## config.mk

```make
export PLATFORM = sky130hd
export DESIGN_NAME = edge_list_to_adjacency_lists_flat
export DESIGN_NICKNAME = d
export VERILOG_FILES = /design/src/hdl/elal_pkg.sv /design/src/hdl/elal_if.sv /design/src/hdl/elal_ram.sv /design/src/hdl/elal_ctrl.sv /design/src/hdl/elal_dp.sv /design/src/hdl/edge_list_to_adjacency_lists.sv /design/src/flat_wrapper.sv
export SDC_FILE = /design/constraint.sdc
export NUM_CORES = 1
export LEC_CHECK = 0
export BUFFER_PORTS_ARGS = -buffer_cell sky130_fd_sc_hd__buf_4
export CAP_MARGIN = 25
export CELL_PAD_IN_SITES_DETAIL_PLACEMENT = 1
export CELL_PAD_IN_SITES_GLOBAL_PLACEMENT = 2
export CORE_MARGIN = 2
export CORE_UTILIZATION = 45
export CTS_CLUSTER_SIZE = 14
export DETAILED_ROUTE_END_ITERATION = 16
export HOLD_SLACK_MARGIN = 0.08
export PLACE_DENSITY_LB_ADDON = 0.1
export SETUP_SLACK_MARGIN = 0.5
export SLEW_MARGIN = 10
export SYNTH_ARGS = -nofsm -noshare
export SYNTH_HDL_FRONTEND = slang
export SYNTH_SLANG_ARGS = --single-unit
```

## constraint.sdc

```tcl
create_clock -name clk -period 4.5 [get_ports clk]
set_input_delay 0.675 -clock clk [delete_from_list [all_inputs] [get_ports clk]]
set_output_delay 0.675 -clock clk [all_outputs]
set_load 0.005 [all_outputs]
```

## src/hdl/elal_pkg.sv

```systemverilog
`timescale 1ns / 1ps
// ----------------------------------------------------------------------------
// elal_pkg
// Shared constants, codes and control types of the adjacency list builder.
// ----------------------------------------------------------------------------
package elal_pkg;

  localparam int MAX_NODES   = 16;
  localparam int MAX_DEGREE  = 8;
  localparam int NODE_W      = 4;
  localparam int OP_W        = 2;
  localparam int CFG_W       = 5;
  localparam int DEG_W       = $clog2(MAX_DEGREE + 1);
  localparam int STORE_DEPTH = MAX_NODES * MAX_DEGREE;
  localparam int ADDR_W      = $clog2(STORE_DEPTH);
  localparam logic [CFG_W-1:0] NODE_COUNT_RESET = CFG_W'(16);
  localparam logic [CFG_W-1:0] NODE_LIMIT_MAX   = CFG_W'(MAX_NODES);

  typedef enum logic [OP_W-1:0] {
    OP_ADD   = 2'd0,
    OP_LIST  = 2'd1,
    OP_CLEAR = 2'd2
  } op_t;

  typedef enum logic [2:0] {
    ST_IDLE,
    ST_ADD_U,
    ST_ADD_V,
    ST_LIST_HEAD,
    ST_LIST_RD,
    ST_LIST_OUT
  } state_t;

  typedef struct packed {
    logic latch;
    logic clear;
    logic set_ovf;
    logic append;
    logic sel_v;
    logic ram_rd;
    logic load_head;
    logic load_entry;
  } cmd_t;

  typedef struct packed {
    logic first_ok;
    logic second_ok;
    logic deg_zero;
    logic entry_last;
    logic slot_free;
  } status_t;

  function automatic logic [ADDR_W-1:0] store_addr(input logic [NODE_W-1:0] node,
                                                   input logic [DEG_W-1:0] slot);
    store_addr = ADDR_W'(ADDR_W'(node) * ADDR_W'(MAX_DEGREE) + ADDR_W'(slot));
  endfunction

endpackage

```

## src/hdl/elal_if.sv

```systemverilog
`timescale 1ns / 1ps
// ----------------------------------------------------------------------------
// elal_if
// Channel interfaces: edge and command input, listing output, configuration.
// ----------------------------------------------------------------------------
interface elal_in_if import elal_pkg::*; ();
  logic              valid;
  logic              ready;
  logic [OP_W-1:0]   operation;
  logic [NODE_W-1:0] first_node;
  logic [NODE_W-1:0] second_node;

  modport source (output valid, output operation, output first_node,
                  output second_node, input ready);
  modport sink (input valid, input operation, input first_node,
                input second_node, output ready);
endinterface

interface elal_out_if import elal_pkg::*; ();
  logic              valid;
  logic              ready;
  logic [NODE_W-1:0] listed_node;
  logic [NODE_W-1:0] entry;
  logic              is_head;
  logic              last;
  logic              overflow;

  modport source (output valid, output listed_node, output entry, output is_head,
                  output last, output overflow, input ready);
  modport sink (input valid, input listed_node, input entry, input is_head,
                input last, input overflow, output ready);
endinterface

interface elal_cfg_if import elal_pkg::*; ();
  logic             valid;
  logic             ready;
  logic [CFG_W-1:0] data;

  modport source (output valid, output data, input ready);
  modport sink (input valid, input data, output ready);
endinterface

```

## src/hdl/elal_ram.sv

```systemverilog
`timescale 1ns / 1ps
// ----------------------------------------------------------------------------
// elal_ram
// Generic single-write, single-read RAM with registered read data.
// ----------------------------------------------------------------------------
module elal_ram #(
  parameter int WIDTH = 4,
  parameter int DEPTH = 128
) (
  input  logic                     clk,
  input  logic                     we,
  input  logic [$clog2(DEPTH)-1:0] waddr,
  input  logic [WIDTH-1:0]         wdata,
  input  logic                     re,
  input  logic [$clog2(DEPTH)-1:0] raddr,
  output logic [WIDTH-1:0]         rdata
);

  logic [WIDTH-1:0] mem [DEPTH];
  logic [WIDTH-1:0] rdata_r;

  always_ff @(posedge clk) begin
    if (we) begin
      mem[waddr] <= wdata;
    end
    if (re) begin
      rdata_r <= mem[raddr];
    end
  end

  assign rdata = rdata_r;

endmodule

```

## src/hdl/elal_ctrl.sv

```systemverilog
`timescale 1ns / 1ps
// ----------------------------------------------------------------------------
// elal_ctrl
// Sequencer for edge appends, list walks and clears.
// ----------------------------------------------------------------------------
module elal_ctrl import elal_pkg::*; (
  input  logic            clk,
  input  logic            rst_n,
  input  logic            in_valid,
  input  logic [OP_W-1:0] in_operation,
  output logic            in_ready,
  input  status_t         status,
  output cmd_t            cmd
);

  state_t state_r, state_nxt;

  always_ff @(posedge clk) begin
    if (!rst_n) begin
      state_r <= ST_IDLE;
    end else begin
      state_r <= state_nxt;
    end
  end

  always_comb begin
    state_nxt = state_r;
    cmd       = '0;
    in_ready  = 1'b0;
    unique case (state_r)
      ST_IDLE: begin
        in_ready = 1'b1;
        if (in_valid) begin
          cmd.latch = 1'b1;
          unique case (op_t'(in_operation))
            OP_ADD: begin
              if (status.first_ok && status.second_ok) begin
                state_nxt = ST_ADD_U;
              end else begin
                cmd.set_ovf = 1'b1;
              end
            end
            OP_LIST: begin
              if (status.first_ok) begin
                state_nxt = ST_LIST_HEAD;
              end else begin
                cmd.set_ovf = 1'b1;
              end
            end
            OP_CLEAR: begin
              cmd.clear = 1'b1;
            end
            default: begin
            end
          endcase
        end
      end
      ST_ADD_U: begin
        cmd.append = 1'b1;
        state_nxt  = ST_ADD_V;
      end
      ST_ADD_V: begin
        cmd.append = 1'b1;
        cmd.sel_v  = 1'b1;
        state_nxt  = ST_IDLE;
      end
      ST_LIST_HEAD: begin
        if (status.slot_free) begin
          cmd.load_head = 1'b1;
          state_nxt     = status.deg_zero ? ST_IDLE : ST_LIST_RD;
        end
      end
      ST_LIST_RD: begin
        cmd.ram_rd = 1'b1;
        state_nxt  = ST_LIST_OUT;
      end
      ST_LIST_OUT: begin
        if (status.slot_free) begin
          cmd.load_entry = 1'b1;
          state_nxt      = status.entry_last ? ST_IDLE : ST_LIST_RD;
        end
      end
      default: begin
        state_nxt = ST_IDLE;
      end
    endcase
  end

endmodule

```

## src/hdl/elal_dp.sv

```systemverilog
`timescale 1ns / 1ps
// ----------------------------------------------------------------------------
// elal_dp
// Degree counters, neighbour store, overflow flag and output register.
// ----------------------------------------------------------------------------
module elal_dp import elal_pkg::*; (
  input  logic              clk,
  input  logic              rst_n,
  input  logic [NODE_W-1:0] in_first,
  input  logic [NODE_W-1:0] in_second,
  elal_cfg_if.sink          cfg_chan,
  elal_out_if.source        out_chan,
  input  cmd_t              cmd,
  output status_t           status
);

  logic [CFG_W-1:0]  node_count_r;
  logic [NODE_W-1:0] u_r, v_r;
  logic [DEG_W-1:0]  k_r;
  logic [DEG_W-1:0]  deg_r [MAX_NODES];
  logic              ovf_r;

  logic              out_valid_r;
  logic [NODE_W-1:0] out_listed_r, out_entry_r;
  logic              out_head_r, out_last_r, out_ovf_r;

  logic [CFG_W-1:0]  node_limit;
  logic [NODE_W-1:0] owner, partner;
  logic [DEG_W-1:0]  deg_cur;
  logic              deg_full;
  logic              do_write;
  logic [NODE_W-1:0] ram_q;

  assign node_limit = (node_count_r < NODE_LIMIT_MAX) ? node_count_r : NODE_LIMIT_MAX;
  assign owner      = cmd.sel_v ? v_r : u_r;
  assign partner    = cmd.sel_v ? u_r : v_r;
  assign deg_cur    = deg_r[owner];
  assign deg_full   = (deg_cur >= DEG_W'(MAX_DEGREE));
  assign do_write   = cmd.append && !deg_full;

  assign status.first_ok   = ({1'b0, in_first} < node_limit);
  assign status.second_ok  = ({1'b0, in_second} < node_limit);
  assign status.deg_zero   = (deg_cur == '0);
  assign status.entry_last = (DEG_W'(k_r + DEG_W'(1)) == deg_cur);
  assign status.slot_free  = !out_valid_r || out_chan.ready;

  assign cfg_chan.ready = 1'b1;

  always_ff @(posedge clk) begin
    if (!rst_n) begin
      node_count_r <= NODE_COUNT_RESET;
    end else if (cfg_chan.valid) begin
      node_count_r <= cfg_chan.data;
    end
  end

  always_ff @(posedge clk) begin
    if (cmd.latch) begin
      u_r <= in_first;
      v_r <= in_second;
    end
    if (cmd.load_head) begin
      k_r <= '0;
    end else if (cmd.load_entry) begin
      k_r <= DEG_W'(k_r + DEG_W'(1));
    end
  end

  always_ff @(posedge clk) begin
    if (!rst_n || cmd.clear) begin
      for (int i = 0; i < MAX_NODES; i++) begin
        deg_r[i] <= '0;
      end
    end else if (do_write) begin
      deg_r[owner] <= DEG_W'(deg_cur + DEG_W'(1));
    end
  end

  always_ff @(posedge clk) begin
    if (!rst_n || cmd.clear) begin
      ovf_r <= 1'b0;
    end else if (cmd.set_ovf || (cmd.append && deg_full)) begin
      ovf_r <= 1'b1;
    end
  end

  elal_ram #(
    .WIDTH (NODE_W),
    .DEPTH (STORE_DEPTH)
  ) u_store (
    .clk   (clk),
    .we    (do_write),
    .waddr (store_addr(owner, deg_cur)),
    .wdata (partner),
    .re    (cmd.ram_rd),
    .raddr (store_addr(u_r, k_r)),
    .rdata (ram_q)
  );

  always_ff @(posedge clk) begin
    if (!rst_n) begin
      out_valid_r <= 1'b0;
    end else if (cmd.load_head || cmd.load_entry) begin
      out_valid_r <= 1'b1;
    end else if (out_chan.ready) begin
      out_valid_r <= 1'b0;
    end
  end

  always_ff @(posedge clk) begin
    if (cmd.load_head) begin
      out_listed_r <= u_r;
      out_entry_r  <= u_r;
      out_head_r   <= 1'b1;
      out_last_r   <= status.deg_zero;
      out_ovf_r    <= ovf_r;
    end else if (cmd.load_entry) begin
      out_listed_r <= u_r;
      out_entry_r  <= ram_q;
      out_head_r   <= 1'b0;
      out_last_r   <= status.entry_last;
      out_ovf_r    <= ovf_r;
    end
  end

  assign out_chan.valid       = out_valid_r;
  assign out_chan.listed_node = out_listed_r;
  assign out_chan.entry       = out_entry_r;
  assign out_chan.is_head     = out_head_r;
  assign out_chan.last        = out_last_r;
  assign out_chan.overflow    = out_ovf_r;

endmodule

```

## src/hdl/edge_list_to_adjacency_lists.sv

```systemverilog
`timescale 1ns / 1ps
// ----------------------------------------------------------------------------
// edge_list_to_adjacency_lists
// Builds per-node neighbour lists of an undirected graph from an edge stream.
//
//   Channel    Direction  Payload
//   in_chan    sink       operation, first_node, second_node
//   out_chan   source     listed_node, entry, is_head, last, overflow
//   cfg_chan   sink       data (node_count)
//
// An add is accepted and then makes one store append per endpoint, a clear or
// a dropped item is done when accepted, and a listing emits the head and then,
// through the registered read of the neighbour store, one entry at a time.
// Reset clears the degree counters and the overflow flag.
// A stalled output holds the walk; the next item is taken while the last
// result still waits in the output register.
// ----------------------------------------------------------------------------
module edge_list_to_adjacency_lists import elal_pkg::*; (
  input  logic       clk,
  input  logic       rst_n,
  elal_in_if.sink    in_chan,
  elal_out_if.source out_chan,
  elal_cfg_if.sink   cfg_chan
);

  cmd_t    cmd;
  status_t status;
  logic    in_ready;

  assign in_chan.ready = in_ready;

  elal_ctrl u_ctrl (
    .clk          (clk),
    .rst_n        (rst_n),
    .in_valid     (in_chan.valid),
    .in_operation (in_chan.operation),
    .in_ready     (in_ready),
    .status       (status),
    .cmd          (cmd)
  );

  elal_dp u_dp (
    .clk       (clk),
    .rst_n     (rst_n),
    .in_first  (in_chan.first_node),
    .in_second (in_chan.second_node),
    .cfg_chan  (cfg_chan),
    .out_chan  (out_chan),
    .cmd       (cmd),
    .status    (status)
  );

`ifndef SYNTHESIS
  a_load_needs_slot: assert property (@(posedge clk) disable iff (!rst_n)
    (cmd.load_head || cmd.load_entry) |-> status.slot_free)
    else $error("output register loaded while occupied");

  a_no_accept_mid_work: assert property (@(posedge clk) disable iff (!rst_n)
    in_chan.ready |-> !(cmd.append || cmd.ram_rd || cmd.load_head || cmd.load_entry))
    else $error("input accepted while an item is in progress");

  a_read_then_emit: assert property (@(posedge clk) disable iff (!rst_n)
    cmd.ram_rd |=> !cmd.ram_rd && !in_chan.ready)
    else $error("store read not followed by its output step");

  a_append_pair: assert property (@(posedge clk) disable iff (!rst_n)
    (cmd.append && !cmd.sel_v) |=> (cmd.append && cmd.sel_v))
    else $error("first append of an edge not followed by the second");
`endif

endmodule
```

## src/flat_wrapper.sv

```systemverilog
// flat-port wrapper written by rule: the top's interface ports become plain ports
module edge_list_to_adjacency_lists_flat import elal_pkg::*;
  (clk, rst_n, in_chan_valid, in_chan_operation, in_chan_first_node, in_chan_second_node, in_chan_ready, out_chan_valid, out_chan_listed_node, out_chan_entry, out_chan_is_head, out_chan_last, out_chan_overflow, out_chan_ready, cfg_chan_valid, cfg_chan_data, cfg_chan_ready);
  elal_in_if in_chan_i ();
  elal_out_if out_chan_i ();
  elal_cfg_if cfg_chan_i ();
  input  logic clk;
  input  logic rst_n;
  input wire logic [$bits(in_chan_i.valid)-1:0] in_chan_valid;
  input wire logic [$bits(in_chan_i.operation)-1:0] in_chan_operation;
  input wire logic [$bits(in_chan_i.first_node)-1:0] in_chan_first_node;
  input wire logic [$bits(in_chan_i.second_node)-1:0] in_chan_second_node;
  output wire logic [$bits(in_chan_i.ready)-1:0] in_chan_ready;
  output wire logic [$bits(out_chan_i.valid)-1:0] out_chan_valid;
  output wire logic [$bits(out_chan_i.listed_node)-1:0] out_chan_listed_node;
  output wire logic [$bits(out_chan_i.entry)-1:0] out_chan_entry;
  output wire logic [$bits(out_chan_i.is_head)-1:0] out_chan_is_head;
  output wire logic [$bits(out_chan_i.last)-1:0] out_chan_last;
  output wire logic [$bits(out_chan_i.overflow)-1:0] out_chan_overflow;
  input wire logic [$bits(out_chan_i.ready)-1:0] out_chan_ready;
  input wire logic [$bits(cfg_chan_i.valid)-1:0] cfg_chan_valid;
  input wire logic [$bits(cfg_chan_i.data)-1:0] cfg_chan_data;
  output wire logic [$bits(cfg_chan_i.ready)-1:0] cfg_chan_ready;
  assign in_chan_i.valid = in_chan_valid;
  assign in_chan_i.operation = in_chan_operation;
  assign in_chan_i.first_node = in_chan_first_node;
  assign in_chan_i.second_node = in_chan_second_node;
  assign in_chan_ready = in_chan_i.ready;
  assign out_chan_valid = out_chan_i.valid;
  assign out_chan_listed_node = out_chan_i.listed_node;
  assign out_chan_entry = out_chan_i.entry;
  assign out_chan_is_head = out_chan_i.is_head;
  assign out_chan_last = out_chan_i.last;
  assign out_chan_overflow = out_chan_i.overflow;
  assign out_chan_i.ready = out_chan_ready;
  assign cfg_chan_i.valid = cfg_chan_valid;
  assign cfg_chan_i.data = cfg_chan_data;
  assign cfg_chan_ready = cfg_chan_i.ready;
  edge_list_to_adjacency_lists u_core (.clk(clk), .rst_n(rst_n), .in_chan(in_chan_i), .out_chan(out_chan_i), .cfg_chan(cfg_chan_i));
endmodule
```

Yosys cells after proc, flatten, opt, wreduce, memory -nomap -nowiden

Memory sizes are Yosys's and may differ from the RTL's. A register that Yosys moved wholly into a read port is not among the register bits.
Index checks and enable logic that the tools add are counted.

$add $sub $neg: 4
Eq/ne operators: 14
Muxes and demuxes: 44
Order comparisons: 4
Reduce and logical (&&, ||, !) cells: 18

Operators with widths:

| cell                | number |
|---|---|
| $mux 4              | 8 |
| $mux 3              | 9 |
| $mux 1              | 23 |
| $pmux 3 s5          | 1 |
| $add 7x4->7         | 2 |
| $lt 4x5->1          | 2 |
| $add 4x1->4 const B | 2 |
| $eq 3x2->1 const B  | 2 |
| $eq 3x3->1 const B  | 2 |
| $ne 3x3->1 const B  | 2 |
| $pmux 3 s2          | 1 |
| $reduce_and 6->1    | 1 |
| $lt 5x5->1 const B  | 1 |
| $mux 5              | 1 |
| $eq 4x4->1          | 1 |
| $ge 4x4->1 const B  | 1 |
| $logic_not 4->1     | 1 |
| $logic_or 1x1->1    | 4 |
| $ne 2x1->1 const B  | 2 |
| $reduce_bool 2->1   | 2 |
| $reduce_or 4->1     | 1 |
| $eq 3x1->1 const B  | 1 |
| $logic_and 1x1->1   | 3 |
| $logic_not 1->1     | 3 |
| other kinds (8)     | 8 |

Bits of input ports: 20
RAM bits: 576
Memories kept: 2
Output and inout bits: 14
Bits in registers: 33

Memories:

| memory                  | depth | bits a word | rd ports | clocked after memory_dff | write ports | line           | RTL |
|---|---|---|---|---|---|---|---|
| u_core.u_dp.u_store.mem | 128   | 4           | 1        | 1                        | 1           | elal_ram.sv:19 | `logic [WIDTH-1:0] mem [DEPTH];` |
| u_core.u_dp.deg_r       | 16    | 4           | 1        | 0                        | 16          | elal_dp.sv:20  | `logic [DEG_W-1:0] deg_r [MAX_NODES];` |

Depth between registers and ports, before layout

Word-level depth: 13
Gate-level depth with buffers: 17

Hierarchy

A second synthesis with hierarchy kept.

Cell total of the unflattened synthesis: 1372
Area, all modules: 25280.5 µm²

Modules (own cells, without submodules):

| module    | area an instance (µm²) | cells each | instances | sequential area each (µm²) |
|---|---|---|---|---|
| elal_ram  | 20233.2                | 908        | 1         | 15494.9 |
| elal_dp   | 4772.1                 | 426        | 1         | 2702.6 |
| elal_ctrl | 275.3                  | 38         | 1         | 60.1 |

Worst setup path before layout

No wires, ideal clock.

Path type: register to register
From: reg u_core.u_ctrl.state_r[2]
To: mem u_core.u_dp.u_store.mem[0][0], enable pin
Slack: 0.546 ns
Arrival: 3.624 ns
Stages on the path, launching flop included: 15
Setup time: 0.330 ns
Period minus slack after synthesis: 3.954 ns
Data required time: 4.170 ns
Cells stage by stage: dfxtp_1 buf_2 nor3b_4 mux2i_2 inv_2 buf_6 mux2_4 o22a_1 and4_4 buf_6 ha_1 ha_1 nor4_1 nand2_1 nor2_1

Word-level cells in the longest chain between the ends: 9
Elaborated cells on any way between the ends: 13
Those cells by class: 1 x add/sub; 1 x order compare; 2 x eq/ne; 5 x mux; 3 x reduce/logical; 1 x memory

Ends and longest elaborated chain:

| item                         | line            | RTL |
|---|---|---|
| start: declaration           | elal_ctrl.sv:16 | `state_t state_r, state_nxt;` |
| start signal: assignment     | elal_ctrl.sv:22 | `state_r <= state_nxt;` |
| $eq 3x2->1                   | elal_ctrl.sv:30 | `unique case (state_r)` |
| $mux 1                       | elal_ctrl.sv:30 |  |
| $mux 4                       | elal_dp.sv:35   | `assign owner = cmd.sel_v ? v_r : u_r;` |
| $mem_v2 16x4                 | --              |  |
| $ge 4x4->1                   | elal_dp.sv:38   | `assign deg_full = (deg_cur >= DEG_W'(MAX_DEGREE));` |
| $logic_not 1->1              | elal_dp.sv:39   | `assign do_write = cmd.append && !deg_full;` |
| $logic_and 1x1->1            | elal_dp.sv:39   |  |
| $mux 1                       | elal_ram.sv:23  | `if (we) begin` |
| $mux 1 (implied by the code) | elal_ram.sv:24  | `mem[waddr] <= wdata;` |
| end: declaration             | elal_ram.sv:19  |  |

Parallel ways exist; a longest one is shown, timed or not.

Worst setup path after layout

From: reg u_core.u_ctrl.state_r[0]
To: mem u_core.u_dp.u_store.mem[16][1], enable pin

The elaborated chain is that of the path after synthesis.

==> reports/results.ini <==
[pwr]
clockPowerShare_pct = 39.3
p_leak_nw = 9.21
comb_power_share_pct = 12.7
intPower_mw = 10.2
ir_worst_vdd_uv = 391
p_sw_mw = 3.42
power.share.switching_pct = 25.1
total_power_mw = 13.6
seqPwrFrac_pct = 48.0
powerDensity_nw_per_um2 = 455

[sta]
finalCritPeriodShare_pct = 85.2
finalHoldViolCount = 0
rsz0062_at_grt = true
tightestPinTransition_ns = 0.947
relSlewSlack_pct = 36.9
fin_ws_ns = 0.665
setup_viol = 0
setup_tns_ns = 0
drv_slew = 0
fin_crit_ns = 3.83
finClkSkew_ns = 0.0195
max_freq_mhz = 261

[logic_synthesis]
synth_top_family_by_area = multiplexers
yosysWarnings = 0
synth_edf_count = 598
yosys.area_share.simple_pct = 6.72
synthAdderAreaFrac_pct = 0.539
syn-instance-count = 1363
syn_avg_cell_area_um2 = 18.7
synth_cell_types = 61
synth-seq-area-share_pct = 71.5
syn_nets = 1394
ys.flop_type = edfxtp_1
ys_ff_latch = 613
synth_compound_area_share_pct = 1.75
synth.area.mux_share_pct = 17.4
synth-xor-area-share_pct = 0.412
async_flop_share_pct = 0
syn_area_um2 = 25500

[floorplanning]
fp.dieW_um = 242
io_pins = 34
dieHeight_um = 242
rows = 87
core-area_um2 = 56300
die_area_um2 = 58700
start_util_pct = 45.4

[placed_design]
finalWeightedCongestion = 0.793
port_buffers = 32
post_dp_cell_area_um2 = 26900
dp_hpwl_um = 38800
numPlacedInstances = 2125
dp_slack_ns = -0.155

[worst_setup_path]
critical_path.slowest_cell = nor4_4
arrival_ns = 4.11
crit_path_max_fanout = 9
worst_ep_required_time_ns = 4.78
end_kind = register
path_class = register to register
crit_path_cell_trace = nor3b_4, mux2i_4, buf_4, inv_4, buf_4, mux2i_1, o22ai_1, nor4_4, buf_4, nand2_1, or2_1, buf_4, nor2_1
cp_common_cell = buf_4
start_kind = register
critPathMaxStageDelay_ns = 0.52

[cells_and_area]
drive_gt1_share_pct = 38.7
synthToLayoutAreaGrowth_pct = 17.2
nets = 1494
fin_cells = 2271
diodes = 0
fin_area_um2 = 29900

[drt]
drc_errors = 0
viasPerCell = 5.69
wl_per_cell_um = 27.5
initialDrtViolationCount = 965
vias = 12900
drt_pass1_iterations = 5
ant_nets = 0
wirelength_um = 62500

[cts]
cts_root_buf = clkbuf_16
clock_latency_ns = 0.61
cts_tree = done
holdBufCountCts = 0
cts_buffers = 68
cts_buffer_depth = 3
clkSinkCount = 613
clkTransAtPathRegs_ns = 0.06
h-tree-depth = 3

[global_route]
grt_usage_pct = 21.9
grt_pass1_wl_um = 93900
grt_overflow = 0
grt_pass1_vias = 13600
grt_max_degree = 129
antenna_found_initial = 1

[hold_path]
hold_path.class = input port to register

[flow_run]
cap_violations = 0

[outcome]
status = finished, final reports clean

==> cell families (layout without fill, tap and decap cells) <==
| kind of cell | after synthesis | in the layout |
|---|---|---|
| compound gates | 69 | 69 |
| xor+xnor | 12 | 12 |
| fa+ha+maj | 11 | 11 |
| buf+inv | 94 | 246 |
| flops | 613 | 613 |
| mux | 225 | 225 |
| other cells | 1 | 1 |
| simple gates | 338 | 338 |
==> per-stage QoR <==
step / util [%] / hold WS (ns)
after detailed placement: 47.8 / 0.481
after CTS: 52.5 / 0.231
final: 53.2 / 0.270
after global placement: 47.8 / 0.505
after global routing: 53.2 / 0.245
after floorplan: - / 0.409
==> power groups by stage <==
stage | Clock, mW | Sequential (mW) | Combinational [mW]
floorplan | 0 | 6.63 | 0.949
detailed placement | 0 | 6.66 | 1.58
global placement | 0 | 6.66 | 1.57
CTS | 5.48 | 6.54 | 1.69
global route | 5.67 | 6.55 | 1.85
finish | 5.35 | 6.54 | 1.73
==> Yosys cell counts, drive strengths merged, types with 8 or more instances <==
cell type / count / share of area [%]
nand2b: 13 / 0.32
edfxtp: 598 / 70
nor2b: 16 / 0.39
or3: 8 / 0.20
a21oi: 10 / 0.20
nor3: 36 / 1.1
o22ai: 9 / 0.22
buf: 45 / 0.97
nand2: 55 / 0.81
o21ai: 20 / 0.39
nor2: 178 / 2.8
mux2: 21 / 0.97
mux2i: 33 / 1.3
dfxtp: 15 / 1.2
or2: 8 / 0.24
mux4: 171 / 15
clkbuf: 42 / 0.62
ha: 11 / 0.54
==> cells in the final DEF (no fill, tap or decap), types with 7 or more instances in the layout <==
cell,instances
nor3_2,22
nand2_4,7
nand2b_1,13
mux2i_1,29
nor2_2,73
nor2b_1,16
o21ai_1,11
mux2_2,12
edfxtp_1,598
clkbuf_1,14
o21ai_0,9
clkbuf_16,71
nand2_1,34
buf_4,104
or3_1,8
nor2_4,46
mux4_2,171
a21oi_1,9
clkinv_2,8
buf_12,8
nor2_1,59
nor3_1,14
o22ai_1,9
ha_1,11
nand2_2,9
clkinv_1,14
dfxtp_1,11
==> layout make-up <==
type | count | area [um^2]
clock inverters | 35 | 283
flip-flops and latches | 613 | 18300
fillers | 5051 | 26400
well taps | 756 | 946
clock buffers | 87 | 1860
repair buffers | 116 | 980
inverters | 7 | 31.3
repair inverters | 1 | 6.26
multi-input cells | 656 | 7540
==> flip-flops by register name, summed over array words and instances, names as in the netlist <==
| name | count |
|---|---|
| u_core.u_dp.u_store.mem | 512 |
| u_core.u_dp.deg_r | 64 |
| u_core.u_dp.node_count_r | 5 |
| u_core.u_dp.k_r | 4 |
| u_core.u_dp.out_chan.entry | 4 |
| u_core.u_dp.out_chan.listed_node | 4 |
| u_core.u_dp.u_r | 4 |
| u_core.u_dp.u_store.rdata | 4 |
| u_core.u_dp.v_r | 4 |
| u_core.u_ctrl.state_r | 3 |
| u_core.u_dp.out_chan.is_head | 1 |
| u_core.u_dp.out_chan.last | 1 |
| u_core.u_dp.out_chan.overflow | 1 |
| u_core.u_dp.out_chan.valid | 1 |
| u_core.u_dp.ovf_r | 1 |
==> critical path: cells and delay by family, from the launching register on <==
kind / cells / cell delay [ns]
AO/OA/AOI/OAI: 1 / 0.20
flip-flops: 1 / 0.35
AND/OR/NAND/NOR: 5 / 1.48
buffers and inverters: 5 / 0.89
multiplexers: 2 / 0.58
==> routing by layer <==
layer  vias to the layer above  GRT usage [%]  routed length (um)
met5                         -              0                  13
met4                         2           5.86                1460
li1                       5660              -                   -
met2                       319           33.2               29100
met3                        95           4.24                2830
met1                      6837           32.5               29100
==> path summary, 6_finish.rpt <==
path,start,endpoint,slack (ns),cells after the start
worst max-delay path,u_core.u_ctrl.state_r[0],u_core.u_dp.u_store.mem[16][1],0.67,13
worst min-delay path,in_chan_first_node[0],u_core.u_dp.u_r[0],0.27,1
worst max register to register,u_core.u_ctrl.state_r[0],u_core.u_dp.u_store.mem[16][1],0.67,13
worst min register to register,u_core.u_dp.ovf_r,u_core.u_dp.out_chan.overflow,0.48,0
==> timing repair <==
item	in CTS	in global routing
setup endpoints to repair	512	538
gates cloned	0	2
pin swaps	2	7
resized for setup	144	51
setup buffers	7	14
No activity file was read; power rests on OpenSTA's default activity.
